**src/sv/cssim_pkg.sv**
```systemverilog
// Shared types and constants for the streaming cosine similarity block.
// No dependencies; every other file of the block imports this package.
`default_nettype none

package cssim_pkg;

    // Width of each element field and of the similarity field.
    localparam int FIELD_W = 16;
    localparam int SIM_W = 16;

    // 1.0 in Q1.15.
    localparam int Q_ONE = 32768;

    // The quotient (dot^2 << 30) / (normA * normB) never exceeds 2^30.
    localparam int QUO_W = 31;
    // The first quotient bit comes from the load; the rest take one step each.
    localparam int DIV_STEPS = QUO_W - 1;
    localparam int SQRT_STEPS = SIM_W;

    // Multiplier digit consumed per cycle by the shared wide multiplier.
    localparam int DIG_W = 16;

    // Commands from the controller to the datapath, one cycle each.
    typedef struct packed {
        logic mul_load;   // load multiplicand and multiplier, clear the product
        logic mul_dot;    // with mul_load: square the dot product, else normA * normB
        logic mul_step;   // consume one multiplier digit
        logic p_store;    // keep the finished norm product as the divisor
        logic div_load;   // start the division from the finished dot square
        logic div_step;   // one quotient bit
        logic sqrt_load;  // start the root search
        logic sqrt_step;  // one root bit
        logic emit;       // write the result register and clear the accumulators
    } t_cmd;

endpackage

`default_nettype wire

```
**src/sv/cssim_ctrl.sv**
```systemverilog
// Controller of the cosine similarity block: sequences accumulate, multiply,
// divide, root search and result write. Depends on cssim_pkg (t_cmd, step counts).
`default_nettype none

module cssim_ctrl #(
    parameter int N_MUL = 3
) (
    input  logic            i_clk,
    input  logic            i_rst_n,
    input  logic            i_in_valid,
    input  logic            i_in_last,
    input  logic            i_out_free,
    output logic            o_ready,
    output cssim_pkg::t_cmd o_cmd
);
    import cssim_pkg::*;

    localparam int STEP_MAX = (N_MUL > DIV_STEPS) ?
                              ((N_MUL > SQRT_STEPS) ? N_MUL : SQRT_STEPS) :
                              ((DIV_STEPS > SQRT_STEPS) ? DIV_STEPS : SQRT_STEPS);
    localparam int STEP_W = (STEP_MAX > 1) ? $clog2(STEP_MAX) : 1;

    typedef enum logic [3:0] {
        S_ACCUM,
        S_DRAIN,
        S_LOAD_NN,
        S_MUL_NN,
        S_LOAD_DD,
        S_MUL_DD,
        S_DIV_LD,
        S_DIV,
        S_SQRT_LD,
        S_SQRT,
        S_EMIT
    } t_state;

    t_state            r_state, n_state;
    logic [STEP_W-1:0] r_cnt, n_cnt;
    logic              r_ready, n_ready;
    t_cmd              r_cmd, n_cmd;

    always_comb begin
        n_state = r_state;
        n_cnt   = r_cnt;
        n_ready = r_ready;
        n_cmd   = '0;
        case (r_state)
            S_ACCUM: begin
                if (i_in_valid && r_ready && i_in_last) begin
                    n_state = S_DRAIN;
                    n_ready = 1'b0;
                end
            end
            S_DRAIN: begin
                // The last beat's products land in the accumulators this cycle.
                n_state       = S_LOAD_NN;
                n_cmd.mul_load = 1'b1;
            end
            S_LOAD_NN: begin
                n_state        = S_MUL_NN;
                n_cmd.mul_step = 1'b1;
                n_cnt          = '0;
            end
            S_MUL_NN: begin
                if (r_cnt == STEP_W'(N_MUL - 1)) begin
                    n_state        = S_LOAD_DD;
                    n_cmd.p_store  = 1'b1;
                    n_cmd.mul_load = 1'b1;
                    n_cmd.mul_dot  = 1'b1;
                end else begin
                    n_cnt          = r_cnt + 1'b1;
                    n_cmd.mul_step = 1'b1;
                end
            end
            S_LOAD_DD: begin
                n_state        = S_MUL_DD;
                n_cmd.mul_step = 1'b1;
                n_cnt          = '0;
            end
            S_MUL_DD: begin
                if (r_cnt == STEP_W'(N_MUL - 1)) begin
                    n_state        = S_DIV_LD;
                    n_cmd.div_load = 1'b1;
                end else begin
                    n_cnt          = r_cnt + 1'b1;
                    n_cmd.mul_step = 1'b1;
                end
            end
            S_DIV_LD: begin
                n_state        = S_DIV;
                n_cmd.div_step = 1'b1;
                n_cnt          = '0;
            end
            S_DIV: begin
                if (r_cnt == STEP_W'(DIV_STEPS - 1)) begin
                    n_state         = S_SQRT_LD;
                    n_cmd.sqrt_load = 1'b1;
                end else begin
                    n_cnt          = r_cnt + 1'b1;
                    n_cmd.div_step = 1'b1;
                end
            end
            S_SQRT_LD: begin
                n_state         = S_SQRT;
                n_cmd.sqrt_step = 1'b1;
                n_cnt           = '0;
            end
            S_SQRT: begin
                if (r_cnt == STEP_W'(SQRT_STEPS - 1)) begin
                    n_state = S_EMIT;
                end else begin
                    n_cnt           = r_cnt + 1'b1;
                    n_cmd.sqrt_step = 1'b1;
                end
            end
            S_EMIT: begin
                // Wait until the result register is free, then reopen the input.
                if (i_out_free) begin
                    n_state    = S_ACCUM;
                    n_cmd.emit = 1'b1;
                    n_ready    = 1'b1;
                end
            end
            default: begin
                n_state = S_ACCUM;
                n_ready = 1'b1;
            end
        endcase
    end

    always_ff @(posedge i_clk) begin
        if (!i_rst_n) begin
            r_state <= S_ACCUM;
            r_cnt   <= '0;
            r_ready <= 1'b1;
            r_cmd   <= '0;
        end else begin
            r_state <= n_state;
            r_cnt   <= n_cnt;
            r_ready <= n_ready;
            r_cmd   <= n_cmd;
        end
    end

    assign o_ready = r_ready;
    assign o_cmd   = r_cmd;

endmodule

`default_nettype wire

```
**config.mk**
```make
export PLATFORM = sky130hd
export DESIGN_NAME = cssim_ctrl
export DESIGN_NICKNAME = d
export VERILOG_FILES = /design/src/sv/cssim_pkg.sv /design/src/sv/cssim_ctrl.sv
export SDC_FILE = /design/constraint.sdc
export NUM_CORES = 1
export LEC_CHECK = 0
export ABC_CLOCK_PERIOD_IN_PS = 2400
export BUFFER_PORTS_ARGS = -buffer_cell sky130_fd_sc_hd__clkbuf_2
export CORE_MARGIN = 2
export CORE_UTILIZATION = 33
export CTS_BUF_LIST = sky130_fd_sc_hd__clkbuf_4 sky130_fd_sc_hd__clkbuf_8
export DETAILED_ROUTE_END_ITERATION = 7
export PLACE_DENSITY = 0.59
export SLEW_MARGIN = 15
export SYNTH_ARGS = -nofsm -noshare
export SYNTH_HDL_FRONTEND = slang
export SYNTH_SLANG_ARGS = --single-unit
```
**constraint.sdc**
```tcl
create_clock -name i_clk -period 2.4 [get_ports i_clk]
set_clock_uncertainty 0.15 [all_clocks]
set_input_delay 0.6 -clock i_clk [delete_from_list [all_inputs] [get_ports i_clk]]
set_output_delay 0.6 -clock i_clk [all_outputs]
set_load 0.05 [all_outputs]
```
==> flow_summary.toml <==
[outcome]
status = "finished clean"

[die]
ios = 15
die_area_sq_um = 3550
num_rows = 20
fp.dieH_microns = 59.6
core_sq_um = 3000
fp.dieW_microns = 59.6
initial_core_util = 0.339

[setup_path]
worst-setup-path-type = "flop to flop"
startpoint = "r_cnt[1]"
rr_startpoint = "r_cnt[1]"
cp_max_fo = 6
critPathRequiredTime_ns = 2.45
rrSetupSlack_ns = 0.40
end_kind = "flop"
setup.worst_path.start_class = "flop"
arrival_ns = 2.05

[global_routing]
antenna_found_initial = 0
grt_max_degree = 20
grt_usage = 0.140
grt_pass1_wl_microns = 3700
grt-ovfl-total = 0
grt_pass1_vias = 780

[clock_network]
cts_setup_buffers = 0
clock_latency_ns = 0.29
h-tree-depth = 1
clk_pin_slew_ns = 0.11
post_cts_resized = 0
cts_root_buf = "clkbuf_4"
cts-buffers-inserted = 3
cts_sinks = 18
cts_tree = "yes"
cts_hold_buf = 0
clock_path_buffers = 2

[routing]
wl_met2_microns = 977
drc = 0
ant_nets = 0
drt-initial-drc-count = 33
routedWlPerCell_microns = 13.5
dr.max_layer_used = "met4"
met1_length_microns = 1110
vias_per_cell = 5.57
routed_wl_microns = 2190
dr_wl_met3_microns = 80
vias = 903
dr.pass1.iters = 4

[yosys]
ys.flop_type = "dfxtp_1"
syn-num-nets = 128
synth_seq_area_share = 0.354
synth_top_cells_by_count = "dfxtp_1, nand2_1, inv_1, nor2_1, a31oi_1"
synth_edf_count = 0
synthCells = 119
synth_area_leaders = "dfxtp_1, ha_1, nand2_1"
synth.cell_area_sq_um = 1020
async_flop_share = 0
synth.largest_area_cell = "dfxtp_1"
yosysUniqueCellTypes = 48
syn_area_per_cell_sq_um = 8.56
synth_most_common_cell = "dfxtp_1"
yosysWarningCount = 0
synth-seq-cells = 18
synth_top_area_frac = 0.354

[finish]
multi_input_area_sq_um = 584
syn_to_final_growth_pct = 10.6
diodes = 0
drive_gt1_frac = 0.225
fill_cells = 325
seq_area_sq_um = 360
fin_nets = 139

[run]
maxCapViolCount = 0

[timing]
finalHoldViolCount = 0
finalCritPeriodShare = 0.833
finalSetupTns_ns = 0
relSlewSlack = 0.610
final.setup.worst_slack_ns = 0.400
holdWs_ns = 0.410
worst_pin_slew_ns = 0.585
layout_min_cycle_time_ns = 2.00
fmax_ghz = 0.500
finalMaxSlewViolations = 0
setup_violations = 0
rsz0062_at_grt = "no"

[power_and_ir_drop]
ir_worst_vdd_mv = 0.296
power_density_nw_per_um2 = 794
cellLeakagePower_nw = 0.422

[placement]
place_ws_ns = 0.407
dp_hpwl_microns = 1560
gp_congestion = 0.850
portBuffers = 14

[worst_hold_path]
min_from = "r_cnt[3]"
hold_class = "flop to flop"
[critical path, stage by stage, from the launching register on]
cell	delay [ns]
dfxtp_1	0.44
ha_1	0.19
or4b_4	0.51
a21oi_2	0.16
a21o_2	0.19
nor2_1	0.08
o21a_1	0.19
[routing by layer]
layer | track usage | up-vias
met5 | 0 | -
met4 | 0.0571 | 0
met3 | 0.0393 | 2
met2 | 0.199 | 20
met1 | 0.197 | 413
li1 | - | 468
[power by group]
group          leakage [nW]  switching [mW]  internal (mW)
clock                0.0210          0.0961         0.0923
combinational         0.255           0.184          0.114
sequential            0.146          0.0796          0.329
total                 0.422           0.360          0.535
[cells in the final DEF, fill, tap and decap left out, types with 2 or more instances in the layout]
cell type / instances
a211oi_1: 3
o21a_1: 3
o22ai_1: 3
nand4_1: 2
o211ai_1: 3
dfxtp_1: 18
nor2_1: 7
a21oi_2: 3
nand2_1: 9
o311ai_1: 2
ha_1: 4
a31oi_1: 5
inv_1: 7
nand3b_1: 2
clkbuf_4: 3
nor3_1: 3
nand3_1: 2
o21ai_1: 2
nand2b_1: 2
clkbuf_2: 14
a21oi_1: 4
o41ai_1: 3
[registers in the layout, indices dropped and copies added, names as in the netlist]
| register | count |
|---|---|
| o_cmd | 8 |
| o_ready | 1 |
| r_cnt | 5 |
| r_state | 4 |
[worst paths after layout]
check,endpoint,depth (start not counted)
hold reg to reg,r_cnt[3],2
setup reg to reg,r_state[0],6
hold / removal,r_cnt[3],2
setup / recovery,r_state[0],6
[stage by stage]
stage	power [mW]	utilization	cells	cell area, sq um
2_1_floorplan	0.655	-	119	1020
3_3_place_gp	0.712	0.363	158	1090
3_5_place_dp	0.711	0.363	158	1090
4_1_cts	0.902	0.375	162	1130
5_1_grt	0.963	0.375	162	1130
6_report	0.894	0.375	162	1130
[layout make-up]
class | count | share of cell area
Tap cell | 33 | 0.0367
Inverter | 7 | 0.0233
Multi-Input combinational cell | 85 | 0.519
Timing Repair Buffer | 15 | 0.0689
Clock buffer | 4 | 0.0322
Sequential cell | 18 | 0.320
[logic make-up after synthesis]
family | count (synthesis) | synth area share
compound gates | 39 | 0.276
buf+inv | 16 | 0.0725
fa+ha+maj | 4 | 0.0491
flops | 18 | 0.354
simple gates | 42 | 0.248
No activity file was read; power rests on OpenSTA's default activity.
